[src/sv/tsphp_pkg.sv]
// ============================================================================
// Transport stream header parser package
// Constants and types shared by the parser and its checker.
// ============================================================================
package tsphp_pkg;

   localparam logic [7:0] SYNC_MARKER = 8'h47;

   // Header lengths: the fixed four-byte header, plus the length byte itself.
   localparam logic [8:0] HDR_LEN_BASE   = 9'd4;
   localparam logic [8:0] HDR_LEN_ADAPT  = 9'd5;

   // Index of the next header byte to be taken.
   localparam logic [3:0] POS_IDLE       = 4'd0;
   localparam logic [3:0] POS_HDR_FIRST  = 4'd1;
   localparam logic [3:0] POS_HDR_LAST   = 4'd3;
   localparam logic [3:0] POS_ADAPT_LEN  = 4'd4;
   localparam logic [3:0] POS_ADAPT_FLAG = 4'd5;
   localparam logic [3:0] POS_PCR_FIRST  = 4'd6;
   localparam logic [3:0] POS_PCR_LAST   = 4'd11;

   // Bit positions inside header and adaptation bytes.
   localparam int ADAPT_PRESENT_BIT = 5;
   localparam int PCR_FLAG_BIT      = 4;

   localparam logic STATUS_OK        = 1'b0;
   localparam logic STATUS_SYNC_ERR  = 1'b1;

   typedef struct packed {
      logic        status;
      logic [12:0] pid;
      logic [2:0]  header_flags;
      logic [1:0]  scrambling_control;
      logic [1:0]  adaptation_control;
      logic [3:0]  continuity_count;
      logic [7:0]  adaptation_length;
      logic [7:0]  adaptation_flags;
      logic        pcr_present;
      logic [32:0] clock_ref_base;
      logic [8:0]  clock_ref_ext;
      logic [8:0]  header_length;
   } rsp_word_type;

endpackage

[src/sv/ts_packet_header_parse_top.sv]
// ============================================================================
// Transport stream packet header parser
// Byte-wide parser for the four-byte header, adaptation field head and PCR.
// ============================================================================
// The block takes one transport stream byte per word on the req_ channel,
// with req_packet_start marking the first byte of each packet, and sustains
// one byte per clock cycle. A byte is captured in an input register, from
// which a single pass of byte-position logic updates the header state and,
// when a header completes, loads the result register; a result therefore
// appears on rsp_ from the result register once its last header byte has
// left the input register. A wrong sync byte at a packet start gives a
// result with rsp_status set and all other fields zero. Otherwise one
// result follows the last header byte: the fourth byte when no adaptation
// field is present, the length byte when that length is zero, the flag
// byte when the PCR flag is clear, and otherwise the sixth PCR byte. The
// PCR bytes are taken whatever the adaptation field length says, while
// rsp_header_length follows the length byte when an adaptation field is
// present. Bytes after a finished header are dropped until the next packet
// start, and a packet start in the middle of a header abandons that header
// without a result. Bytes that give no result keep flowing while a result
// waits on rsp_ready; only a byte that completes a header waits for the
// result register to free up.
// ============================================================================
module ts_packet_header_parse_top
   import tsphp_pkg::*;
(
   input  logic        clock,
   input  logic        reset,
   input  logic        req_valid,
   output logic        req_ready,
   input  logic [7:0]  req_data_byte,
   input  logic        req_packet_start,
   output logic        rsp_valid,
   input  logic        rsp_ready,
   output logic        rsp_status,
   output logic [12:0] rsp_pid,
   output logic [2:0]  rsp_header_flags,
   output logic [1:0]  rsp_scrambling_control,
   output logic [1:0]  rsp_adaptation_control,
   output logic [3:0]  rsp_continuity_count,
   output logic [7:0]  rsp_adaptation_length,
   output logic [7:0]  rsp_adaptation_flags,
   output logic        rsp_pcr_present,
   output logic [32:0] rsp_clock_ref_base,
   output logic [8:0]  rsp_clock_ref_ext,
   output logic [8:0]  rsp_header_length
);

   // Input register.
   logic         byte_valid_ff;
   logic [7:0]   byte_data_ff;
   logic         byte_start_ff;

   // Parser state.
   logic [3:0]   pos_ff,        pos_in;
   logic         active_ff,     active_in;
   logic [23:0]  hdr_word_ff,   hdr_word_in;
   logic [7:0]   adapt_len_ff,  adapt_len_in;
   logic [7:0]   adapt_flag_ff, adapt_flag_in;
   logic [47:0]  pcr_shift_ff,  pcr_shift_in;

   // Result register.
   logic         rsp_valid_ff;
   rsp_word_type rsp_word_ff,   rsp_word_in;

   logic         emit_sync_err;
   logic         emit_hdr;
   logic         emit_pcr;
   logic         emit;
   logic         advance;
   logic         has_adapt;

   // The buffered byte moves on when it gives no result, or when the result
   // register is empty or being emptied in this cycle.
   assign emit      = emit_sync_err | emit_hdr;
   assign advance   = byte_valid_ff & (~emit | ~rsp_valid_ff | rsp_ready);
   assign req_ready = ~byte_valid_ff | advance;

   // Next state of the parser for the buffered byte.
   always_comb begin
      pos_in        = pos_ff;
      active_in     = active_ff;
      hdr_word_in   = hdr_word_ff;
      adapt_len_in  = adapt_len_ff;
      adapt_flag_in = adapt_flag_ff;
      pcr_shift_in  = pcr_shift_ff;
      emit_sync_err = 1'b0;
      emit_hdr      = 1'b0;
      emit_pcr      = 1'b0;

      if (byte_start_ff) begin
         pos_in        = POS_IDLE;
         active_in     = 1'b0;
         hdr_word_in   = '0;
         adapt_len_in  = '0;
         adapt_flag_in = '0;
         pcr_shift_in  = '0;
         if (byte_data_ff == SYNC_MARKER) begin
            active_in = 1'b1;
            pos_in    = POS_HDR_FIRST;
         end else begin
            emit_sync_err = byte_valid_ff;
         end
      end else if (active_ff) begin
         if (pos_ff >= POS_HDR_FIRST && pos_ff <= POS_HDR_LAST) begin
            hdr_word_in = {hdr_word_ff[15:0], byte_data_ff};
            if (pos_ff != POS_HDR_LAST) begin
               pos_in = pos_ff + 4'd1;
            end else if (!byte_data_ff[ADAPT_PRESENT_BIT]) begin
               emit_hdr = byte_valid_ff;
            end else begin
               pos_in = POS_ADAPT_LEN;
            end
         end else if (pos_ff == POS_ADAPT_LEN) begin
            adapt_len_in = byte_data_ff;
            if (byte_data_ff == 8'd0) begin
               emit_hdr = byte_valid_ff;
            end else begin
               pos_in = POS_ADAPT_FLAG;
            end
         end else if (pos_ff == POS_ADAPT_FLAG) begin
            adapt_flag_in = byte_data_ff;
            if (!byte_data_ff[PCR_FLAG_BIT]) begin
               emit_hdr = byte_valid_ff;
            end else begin
               pos_in = POS_PCR_FIRST;
            end
         end else if (pos_ff >= POS_PCR_FIRST && pos_ff <= POS_PCR_LAST) begin
            pcr_shift_in = {pcr_shift_ff[39:0], byte_data_ff};
            if (pos_ff == POS_PCR_LAST) begin
               emit_hdr = byte_valid_ff;
               emit_pcr = 1'b1;
            end else begin
               pos_in = pos_ff + 4'd1;
            end
         end else begin
            pos_in    = POS_IDLE;
            active_in = 1'b0;
         end
      end

      // A finished header sends the parser back to idle.
      if (emit_hdr) begin
         pos_in    = POS_IDLE;
         active_in = 1'b0;
      end
   end

   // Result fields, taken from the updated header state.
   assign has_adapt = hdr_word_in[ADAPT_PRESENT_BIT];

   always_comb begin
      rsp_word_in = '0;
      if (emit_sync_err) begin
         rsp_word_in.status = STATUS_SYNC_ERR;
      end else begin
         rsp_word_in.status             = STATUS_OK;
         rsp_word_in.pid                = {hdr_word_in[20:16], hdr_word_in[15:8]};
         rsp_word_in.header_flags       = hdr_word_in[23:21];
         rsp_word_in.scrambling_control = hdr_word_in[7:6];
         rsp_word_in.adaptation_control = hdr_word_in[5:4];
         rsp_word_in.continuity_count   = hdr_word_in[3:0];
         rsp_word_in.pcr_present        = emit_pcr;
         if (emit_pcr) begin
            rsp_word_in.clock_ref_base = pcr_shift_in[47:15];
            rsp_word_in.clock_ref_ext  = pcr_shift_in[8:0];
         end
         if (has_adapt) begin
            rsp_word_in.adaptation_length = adapt_len_in;
            rsp_word_in.header_length     = HDR_LEN_ADAPT + {1'b0, adapt_len_in};
            if (adapt_len_in != 8'd0) begin
               rsp_word_in.adaptation_flags = adapt_flag_in;
            end
         end else begin
            rsp_word_in.header_length = HDR_LEN_BASE;
         end
      end
   end

   // Input register.
   always_ff @(posedge clock) begin
      if (reset) begin
         byte_valid_ff <= 1'b0;
      end else if (req_ready) begin
         byte_valid_ff <= req_valid;
      end
   end

   always_ff @(posedge clock) begin
      if (req_valid && req_ready) begin
         byte_data_ff  <= req_data_byte;
         byte_start_ff <= req_packet_start;
      end
   end

   // Parser state.
   always_ff @(posedge clock) begin
      if (reset) begin
         pos_ff    <= POS_IDLE;
         active_ff <= 1'b0;
      end else if (advance) begin
         pos_ff    <= pos_in;
         active_ff <= active_in;
      end
   end

   always_ff @(posedge clock) begin
      if (advance) begin
         hdr_word_ff   <= hdr_word_in;
         adapt_len_ff  <= adapt_len_in;
         adapt_flag_ff <= adapt_flag_in;
         pcr_shift_ff  <= pcr_shift_in;
      end
   end

   // Result register.
   always_ff @(posedge clock) begin
      if (reset) begin
         rsp_valid_ff <= 1'b0;
      end else if (advance && emit) begin
         rsp_valid_ff <= 1'b1;
      end else if (rsp_ready) begin
         rsp_valid_ff <= 1'b0;
      end
   end

   always_ff @(posedge clock) begin
      if (advance && emit) begin
         rsp_word_ff <= rsp_word_in;
      end
   end

   assign rsp_valid              = rsp_valid_ff;
   assign rsp_status             = rsp_word_ff.status;
   assign rsp_pid                = rsp_word_ff.pid;
   assign rsp_header_flags       = rsp_word_ff.header_flags;
   assign rsp_scrambling_control = rsp_word_ff.scrambling_control;
   assign rsp_adaptation_control = rsp_word_ff.adaptation_control;
   assign rsp_continuity_count   = rsp_word_ff.continuity_count;
   assign rsp_adaptation_length  = rsp_word_ff.adaptation_length;
   assign rsp_adaptation_flags   = rsp_word_ff.adaptation_flags;
   assign rsp_pcr_present        = rsp_word_ff.pcr_present;
   assign rsp_clock_ref_base     = rsp_word_ff.clock_ref_base;
   assign rsp_clock_ref_ext      = rsp_word_ff.clock_ref_ext;
   assign rsp_header_length      = rsp_word_ff.header_length;

endmodule

[config.mk]
export PLATFORM = sky130hd
export DESIGN_NAME = ts_packet_header_parse_top
export DESIGN_NICKNAME = d
export VERILOG_FILES = /design/src/sv/tsphp_pkg.sv /design/src/sv/ts_packet_header_parse_top.sv
export SDC_FILE = /design/constraint.sdc
export NUM_CORES = 1
export LEC_CHECK = 0
export ABC_AREA = 1
export ABC_CLOCK_PERIOD_IN_PS = 7900
export BUFFER_PORTS_ARGS = -buffer_cell sky130_fd_sc_hd__buf_2
export CAP_MARGIN = 15
export CORE_UTILIZATION = 25
export CTS_CLUSTER_DIAMETER = 120
export DETAILED_ROUTE_END_ITERATION = 8
export REMOVE_ABC_BUFFERS = 1
export SLEW_MARGIN = 20
export SYNTH_ARGS = -nofsm -noshare
export SYNTH_HDL_FRONTEND = slang
export SYNTH_SLANG_ARGS = --single-unit
[constraint.sdc]
create_clock -name clock -period 7.9 [get_ports clock]
set_input_delay 0 -clock clock [delete_from_list [all_inputs] [get_ports clock]]
set_output_delay 0 -clock clock [all_outputs]
set_load 0.005 [all_outputs]
# --- Word level (Yosys, flattened, before mapping) ---
# Cells that the tools add are included.
word_totals:
  regBits: 197
  latch_bits: 0
  ram_bits: 0
  rom_bits: 0
  inputBits: 13
  mem_count: 0
op_classes:
  addsub: 2
  n_mul: 0
  div_mod_pow: 0
  magnitude_cmp: 4
  n_eq_ne: 12
  shift: 0
  muxes: 63
  bitwise: 11
  reduce_logical: 15
ops:
  columns: ["operator", "n"]
  rows:
  - ["48-bit two-way mux", 6]
  - ["24-bit two-way mux", 3]
  - ["8-bit two-way mux", 9]
  - ["4-bit two-way mux", 12]
  - ["1-bit two-way mux", 32]
  - ["6-bit AND reduction", 2]
  - ["3-bit by 8-bit adder with 9-bit output, first input constant", 1]
  - ["4-bit by 3-bit == test with 1-bit output, second input constant", 2]
  - ["8-bit by 7-bit == test with 1-bit output, second input constant", 1]
  - ["8-bit logical NOT", 1]
  - ["8-bit nonzero test", 1]
  - ["7-bit != test, second input constant", 1]
  - ["2-bit != test, second input constant", 3]
  - ["6-bit != test, second input constant", 1]
  - ["1-bit inverter", 6]
  - ["2-bit nonzero test", 3]
  - ["5-bit by 4-bit != test with 1-bit output, second input constant", 1]
  - ["5-bit != test, second input constant", 1]
  - ["4-bit by 1-bit adder with 4-bit output, second input constant", 1]
  - ["4-bit == test, second input constant", 1]
  - ["4-bit by 1-bit greater-or-equal comparator with 1-bit output, second input constant", 1]
  - ["4-bit by 3-bit greater-or-equal comparator with 1-bit output, second input constant", 1]
  - ["4-bit by 2-bit less-or-equal comparator with 1-bit output, second input constant", 1]
  - ["4-bit less-or-equal comparator, second input constant", 1]
  - ["8 further kinds", 15]

# --- Longest topological paths before layout ---
# Gate-level depths: netlist of run 1.
depth:
  ltp_word: 15
  depth_mapped: 15
  ltp_nobuf: 14

# --- Least setup slack after synthesis of run 1 ---
# Ideal clock, no wire load.
synth_timing:
  path_type: "register to register"
  from: "register pos_ff[0]"
  to: "register rsp_word_ff (netlist bit rsp_adaptation_control[0]), enable pin"
  setup_ns: 0.447
  arrival_time_ns: 5.076
  path_slack_ns: 2.378
  path_stages_with_launch: 14
  n_path_buf: 0
  cell_sequence: "dfxtp_1 -> inv_1 -> ha_1 -> nand2_1 -> nand3_4 -> inv_2 -> a21oi_2 -> nand3_1 -> nand2_1 -> nand2_2 -> nand2_1 -> inv_1 -> nand2_1 -> inv_1"
synth_between:
  elab_chain_cells: 14
  elab_cells_between_ends: 24
  classes_between: "order compare (4); eq/ne (4); mux (8); bitwise (5); reduce/logical (3)"
synth_lines:
  columns: ["element", "line_no", "text"]
  rows:
  - ["from (decl)", "ts_packet_header_parse_top.sv:55", "logic [3:0] pos_ff, pos_in;"]
  - ["from (signal assigned)", "ts_packet_header_parse_top.sv:202", "pos_ff <= pos_in;"]
  - ["4-bit by 3-bit greater-or-equal comparator with 1-bit output (tied with other cells)", "ts_packet_header_parse_top.sv:128", "end else if (pos_ff >= POS_PCR_FIRST && pos_ff <= POS_PCR_LAST) begin"]
  - ["1-bit logical AND / 1-bit two-way mux (equally long branches)", "ts_packet_header_parse_top.sv:128, ts_packet_header_parse_top.sv:130", null]
  - ["1-bit two-way mux", "ts_packet_header_parse_top.sv:128", null]
  - ["1-bit two-way mux", "ts_packet_header_parse_top.sv:121", "end else if (pos_ff == POS_ADAPT_FLAG) begin"]
  - ["1-bit two-way mux", "ts_packet_header_parse_top.sv:114", "end else if (pos_ff == POS_ADAPT_LEN) begin"]
  - ["1-bit two-way mux *", "ts_packet_header_parse_top.sv:105", "if (pos_ff >= POS_HDR_FIRST && pos_ff <= POS_HDR_LAST) begin"]
  - ["1-bit two-way mux *", "ts_packet_header_parse_top.sv:104", "end else if (active_ff) begin"]
  - ["1-bit two-way mux *", "ts_packet_header_parse_top.sv:91", "if (byte_start_ff) begin"]
  - ["1-bit bitwise OR *", "ts_packet_header_parse_top.sv:75", "assign emit = emit_sync_err | emit_hdr;"]
  - ["1-bit inverter", "ts_packet_header_parse_top.sv:76", "assign advance = byte_valid_ff & (~emit | ~rsp_valid_ff | rsp_ready);"]
  - ["1-bit bitwise OR (2 in a row)", "ts_packet_header_parse_top.sv:76", null]
  - ["1-bit AND", "ts_packet_header_parse_top.sv:76", null]
  - ["1-bit logical AND *", "ts_packet_header_parse_top.sv:228", "if (advance && emit) begin"]
  - ["to (signal assigned)", "ts_packet_header_parse_top.sv:229", "rsp_word_ff <= rsp_word_in;"]
  - ["to (decl)", "ts_packet_header_parse_top.sv:64", "rsp_word_type rsp_word_ff, rsp_word_in;"]
# Every way passes the cells marked *; elsewhere a longest branch is shown, timed or not.
# A chain may end at the register's enable or synchronous reset.

# --- Final worst setup path of run 1 ---
layout_timing:
  from: "register pos_ff[0]"
  to: "register rsp_word_ff (netlist bit rsp_adaptation_flags[2]), data pin"
layout_between:
  elab_cells_between_ends: 21
  classes_between: "order compare (2); eq/ne (2); mux (12); bitwise (2); reduce/logical (3)"
layout_rtl:
  columns: ["element", "line_no", "text"]
  rows:
  - ["4-bit by 1-bit greater-or-equal comparator with 1-bit output / 4-bit by 2-bit less-or-equal comparator with 1-bit output (equally long branches)", "ts_packet_header_parse_top.sv:105", null]
  - ["1-bit logical AND *", "ts_packet_header_parse_top.sv:105", null]
  - ["24-bit two-way mux *", "ts_packet_header_parse_top.sv:105", null]
  - ["24-bit two-way mux *", "ts_packet_header_parse_top.sv:104", null]
  - ["24-bit two-way mux *", "ts_packet_header_parse_top.sv:91", null]
  - ["named net hdr_word_in[5]", "ts_packet_header_parse_top.sv:57", "logic [23:0] hdr_word_ff, hdr_word_in;"]
  - ["1-bit inverter (no source line) *", null, null]
  - ["3-bit OR reduction (no source line) *", null, null]
# The timed path passes the listed nets; every way through them passes the cells marked *.

==> results.yml, run 1 <==
floorplanning:
  num_rows: 67
  die_h_microns: 187
  dieArea_sq_mm: 0.0348
  fp.coreArea_sq_mm: 0.0335
  io_pins: 108
  start_util: 0.254
  die_w_microns: 187
placed_design:
  globalplace.congestion: 0.826
  dpl.hpwl_microns: 12700
  io_buffers: 107
min_path:
  hold_class: "in -> reg"
worst_setup_path:
  reg2regPathDepth: 13
  r2r-end: "rsp_adaptation_flags[2]"
  worstSetupStartpoint: "pos_ff[0]"
  worstPathRequired_ns: 8.08
  crit_end: "rsp_adaptation_flags[2]"
  cp-end-kind: "flip-flop"
  setup.worst_path.class: "reg -> reg"
  regToRegStartpoint: "pos_ff[0]"
  cp-start-kind: "flip-flop"
  worst_ep_arrival_time_ns: 3.38
  cp_max_fo: 38
  r2r_slack_ns: 4.69
sta:
  fin_crit_ns: 3.21
  hold_violations: 0
  fin_crit_sh: 0.406
  maxSlewHeadroom: 0.370
  rsz0062_at_grt: "no"
  fmax_ghz: 0.312
  tightest_slew_ns: 0.945
  worst_hold_slack_ns: 0.172
  finalSetupViolations: 0
  drv_slew: 0
  skew_ns: 0.0119
  fin_setup_tns_ns: 0
synth:
  ys_types: 39
  synthSimpleGateAreaFrac: 0.192
  synth_xor_area_frac: 0.00103
  yosys.area_share.adder: 0.0103
  synthCells: 753
  synth-compound-area-share: 0.0551
  seq_area_frac_synth: 0.686
  synth_area_sq_mm: 0.00852
  synth_mux_area_frac: 0
  ys_warn_count: 0
  async_reset_ff_frac: 0
  synth_top_family_by_area: "simple AND/OR/NAND/NOR gates"
  ys_ff_latch: 197
  synth_top_area_cell: "edfxtp_1"
  ys.flop_type: "edfxtp_1"
  synthDominantCellAreaShare: 0.670
  synth_area_leaders: "edfxtp_1, nor2_1, nand2_1"
  avgSynthCellArea_sq_um: 11.3
  synth-edff-count: 190
clock_network:
  cts_tree: "done"
  post_cts_buffers: 0
  cts.clk_slew.worst_paths_ns: 0.08
  cts.path.max_buffers: 2
  clkLatencyLatePin_ns: 0.43
  clockRootBuffer: "clkbuf_16"
  cts_sinks: 197
  cts_buffers: 17
  cts_htree_levels: 4
power:
  internal-power_mw: 1.65
  combPwrFrac: 0.055
  switchingPower_mw: 0.489
  leakage_nw: 4.03
  p_clk_frac: 0.390
  ir_drop_v: 0.0000962
  finalPower_mw: 2.14
  power_density_mw_per_mm2: 211
  switching_share: 0.229
  pwr-share-seq: 0.555
grt:
  grt_max_degree: 94
  gr-total-overflow: 0
  grt_pass1_vias: 5403
  grt_pass1_wl_microns: 29400
  antenna_found_initial: 1
  grt_use_total: 0.108
detailed_routing:
  totalWireLength_microns: 19200
  post_drt_via_cell_ratio: 4.31
  drc_errors: 0
  drtIter0Drc: 431
  antenna_left: 0
  vias: 5705
  drt_pass1_iterations: 5
  wl_per_cell_microns: 14.5
layout:
  drive_above_1_share: 0.199
  final_core_util: 0.302
  nets: 883
  synthToLayoutAreaGrowth_pct: 19.0
  n_fill_cell: 3487
  final_cell_mix: "edfxtp_1, nor2_1, buf_2, nand2_1, inv_1"
  final_common_cell: "edfxtp_1"
status:
  status: "complete, no violations"
run:
  maxCapViolations: 0
cell usage after synthesis (3+ instances only):
| master | count |
|---|---|
| o21ai_0 | 29 |
| nor2_1 | 173 |
| inv_1 | 62 |
| ha_1 | 7 |
| nor4_1 | 29 |
| nand4_1 | 5 |
| buf_2 | 5 |
| clkbuf_1 | 19 |
| nand3_1 | 15 |
| edfxtp_1 | 190 |
| a21oi_1 | 40 |
| a22oi_1 | 10 |
| or2_2 | 4 |
| buf_12 | 3 |
| inv_2 | 9 |
| nand2_1 | 73 |
| nor3_1 | 43 |
| dfxtp_1 | 7 |
worst max-delay path, stage by stage (launching register included):
cell and delay [ns]:
dfxtp_1 0.40, inv_1 0.13, ha_1 0.21, nand2_1 0.11, nand3_4 0.10, inv_2 0.11, nand2_4 0.16, inv_2 0.49
nand2_1 0.19, o21ai_4 0.18, or2_0 0.53, inv_6 0.09, o21ai_4 0.15, nor2_1 0.09
routing by layer:
layer	wire length, microns	vias to the layer above	GRT usage
li1	-	2845	-
met1	8800	2729	0.140
met2	8940	110	0.170
met3	1060	21	0.0320
met4	349	0	0.0404
met5	0	-	0
area by class of cell:
cell class | instances | area, sq um | area share
well taps | 448 | 561 | 0.0553
inverters | 73 | 285 | 0.0281
clock inverters | 12 | 119 | 0.0117
flip-flops and latches | 197 | 5850 | 0.576
multi-input cells | 451 | 2200 | 0.217
diodes | 1 | 2.50 | 0.000247
repair buffers | 123 | 689 | 0.0680
clock buffers | 20 | 437 | 0.0431
cell families (layout without fill, tap and decap cells):
| kind of cell | count (synthesis) | after routing |
|---|---|---|
| fa+ha+maj | 7 | 7 |
| flops | 197 | 197 |
| xor+xnor | 1 | 1 |
| simple gates | 360 | 360 |
| compound gates | 83 | 83 |
| other cells | 0 | 1 |
| buf+inv | 105 | 228 |
sequential cells by signal, summed over array words and instances (netlist names), 2 cells and up:
signal	flops
rsp_adaptation_flags	8
rsp_pid	13
rsp_scrambling_control	2
hdr_word_ff	24
rsp_clock_ref_ext	9
rsp_clock_ref_base	33
rsp_continuity_count	4
rsp_header_length	9
rsp_adaptation_length	8
adapt_len_ff	8
pcr_shift_ff	48
rsp_header_flags	3
adapt_flag_ff	8
pos_ff	4
byte_data_ff	8
rsp_adaptation_control	2
through the flow:
step	setup WS [ns]	instance area (sq um)	cells
2_1_floorplan	0.241	8330	721
3_3_place_gp	4.65	9460	1280
3_5_place_dp	4.66	9460	1280
4_1_cts	4.65	10100	1324
5_1_grt	4.40	10100	1325
6_report	4.69	10100	1325
how the worst min path moves through the flow:
stage                     depth (start not counted)        startpoint               to  slack (ns)
after CTS                                         3         req_valid  byte_data_ff[5]        0.15
after detailed placement                          1  req_data_byte[5]  byte_data_ff[5]        0.18
final                                             3         req_valid  byte_data_ff[3]        0.17
after global routing                              3         req_valid  byte_data_ff[3]        0.20
after floorplan                                   1             reset        active_ff        0.07
after global placement                            1  req_data_byte[3]  byte_data_ff[3]        0.18
power by group through the flow:
stage | Sequential [mW] | Clock [mW] | Combinational (mW)
floorplan | 1.21 | 0 | 0.0743
global placement | 1.21 | 0 | 0.111
detailed placement | 1.21 | 0 | 0.113
CTS | 1.19 | 0.851 | 0.118
global route | 1.19 | 0.886 | 0.132
finish | 1.19 | 0.834 | 0.117
what timing repair did:
item | CTS | global route
hold buffers | 12 | 0
endpoints found under the hold margin | 16 | 0
gates resized for setup | 0 | 0
(Power assumes the default switching activity.)
==> inputs of run 2 (changes only) <==
--- a/config.mk
+++ b/config.mk
@@ -6,7 +6,7 @@
 export NUM_CORES = 1
 export LEC_CHECK = 0
 export ABC_AREA = 1
-export ABC_CLOCK_PERIOD_IN_PS = 7900
+export ABC_CLOCK_PERIOD_IN_PS = 3050
 export BUFFER_PORTS_ARGS = -buffer_cell sky130_fd_sc_hd__buf_2
 export CAP_MARGIN = 15
 export CORE_UTILIZATION = 25
==> constraint.sdc (replaced) <==
create_clock -name clock -period 3.05 [get_ports clock]
set_input_delay 0 -clock clock [delete_from_list [all_inputs] [get_ports clock]]
set_output_delay 0 -clock clock [all_outputs]
set_load 0.005 [all_outputs]
==> run 2 against run 1 <==
Compared with the run above: combinational power rose to 2.8 times the previous value; via count increased by 0.95%; critical path depth increased by 1; die area unchanged.
==> results.yml, run 2 (synthesis gave the netlist of run 1 again) <==
detailed_routing:
  wl_per_cell_microns: 14.5
  wl_met2_microns: 9460
  drt_pass1_iterations: 5
  totalWireLength_microns: 19500
  vias: 5759
  drc_errors: 0
  post_drt_via_cell_ratio: 4.29
  top_layer: "met4"
  wl_met3_microns: 1180
  antenna_left: 0
  met1_length_microns: 8360
  drtIter0Drc: 410
placed_design:
  pre_cts_slack_ns: 0.0773
  dp_cells: 1296
  dpl.hpwl_microns: 13400
  io_buffers: 107
  globalplace.congestion: 0.825
layout:
  synthToLayoutAreaGrowth_pct: 21.4
  top_register: "pcr_shift_ff"
  drive_above_1_share: 0.215
  n_antenna_cell: 0
  final_cell_mix: "edfxtp_1, nor2_1, buf_2, nand2_1, inv_1"
  largest_reg_flops: 48
  nets: 901
  final_core_util: 0.308
  instances_no_fill: 1342
  final_common_cell: "edfxtp_1"
worst_setup_path:
  r2r_slack_ns: 0.26
  cp-start-kind: "flip-flop"
  setup.worst_path.class: "reg -> reg"
  cpMostUsedCell: "nand2_1"
  crit_chain: "inv_1 > ha_1 > inv_1 > nand2_1 > nand3_4 > inv_2 > a21oi_2 > nand3_1 > nand2_1 > nand2_2 > nand2_1 > clkinv_2 > buf_4 > buf_16"
  regToRegStartpoint: "pos_ff[1]"
  crit_end: "pcr_shift_ff[7]"
  crit_slowest_cell: "dfxtp_1"
  worstSetupStartpoint: "pos_ff[1]"
  r2r-end: "pcr_shift_ff[7]"
  cp-end-kind: "flip-flop"
  cp_max_fo: 60
  reg2regPathDepth: 14
  worstPathRequired_ns: 3.15
  slowest_delay_ns: 0.35
  worst_ep_arrival_time_ns: 2.89
grt:
  grt_pass1_vias: 5649
  gr-total-overflow: 0
  grt_pass1_wl_microns: 30800
  grt_max_degree: 83
  grt_use_total: 0.113
  antenna_found_initial: 0
floorplanning:
  die_h_microns: 187
  start_util: 0.254
  dieArea_sq_mm: 0.0348
  io_pins: 108
  num_rows: 67
  die_w_microns: 187
  fp.coreArea_sq_mm: 0.0335
clock_network:
  clkLatencyLatePin_ns: 0.44
  cts.path.max_buffers: 2
  cts.clk_slew.worst_paths_ns: 0.07
  cts_tree: "done"
  cts_htree_levels: 4
  cts_buffers: 17
  cts_sinks: 197
  clockRootBuffer: "clkbuf_16"
sta:
  worst_hold_slack_ns: 0.311
  fin_crit_ns: 2.79
  skew_ns: 0.0132
  fmax_ghz: 0.359
  hold_violations: 0
  finalSetupViolations: 0
  tightest_slew_ns: 0.951
  rsz0062_at_grt: "no"
  maxSlewHeadroom: 0.364
  fin_setup_tns_ns: 0
  fin_crit_sh: 0.914
  drv_slew: 0
  setup_ws_ns: 0.261
status:
  status: "complete, no violations"
power:
  ir_drop_v: 0.000289
  power_density_mw_per_mm2: 539
  leakage_nw: 4.13
min_path:
  hold_class: "in -> reg"
run:
  maxCapViolations: 0
## run 2: worst min-delay path by stage
stage | from | endpoint | slack (ns) | cells after the start
6_report | req_data_byte[5] | byte_data_ff[5] | 0.31 | 2
5_1_grt | req_data_byte[5] | byte_data_ff[5] | 0.30 | 2
3_5_place_dp | req_data_byte[5] | byte_data_ff[5] | 0.19 | 1
2_1_floorplan | reset | active_ff | 0.07 | 1
3_3_place_gp | req_data_byte[5] | byte_data_ff[5] | 0.18 | 1
4_1_cts | req_data_byte[5] | byte_data_ff[5] | 0.30 | 2
## run 2: what timing repair did
item / in CTS / in global routing
resized for setup: 0 / 0
hold buffers: 13 / 0
setup buffers: 0 / 0
hold endpoints to repair: 18 / 0
## run 2: area by class of cell
type                       instances  area (sq um)
timing repair buffer             141           881
tap                              448           561
sequential                       197          5850
multi-input combinational        451          2200
clock inverter                    14           143
fill                            3440         23200
clock buffer                      18           429
inverter                          73           283
## run 2: through the flow
step | power [mW] | cell area (sq um)
floorplan | 3.33 | 8330
global placement | 3.43 | 9610
detailed placement | 3.44 | 9610
CTS | 5.64 | 10300
global route | 5.78 | 10300
finish | 5.57 | 10300
## run 2: report_power, final
| part | switching (mW) | internal [mW] | total [mW] |
|---|---|---|---|
| Sequential | 0.0365 | 3.03 | 3.07 |
| Combinational | 0.220 | 0.106 | 0.326 |
| Clock | 1.03 | 1.15 | 2.18 |
## run 2: worst max-delay path: cells and delay by family, from the launching register on
family                     cells  cell delay, ns
AOI/OAI and AO/OA              1            0.07
adders and majority gates      1            0.24
buffers and inverters          6            1.00
DFF                            1            0.35
and+or+nand+nor                6            0.70
## run 2: layer usage
| layer | global-route usage | vias up |
|---|---|---|
| met4 | 0.0501 | 0 |
| li1 | - | 2874 |
| met5 | 0 | - |
| met2 | 0.185 | 139 |
| met1 | 0.137 | 2720 |
| met3 | 0.0337 | 26 |
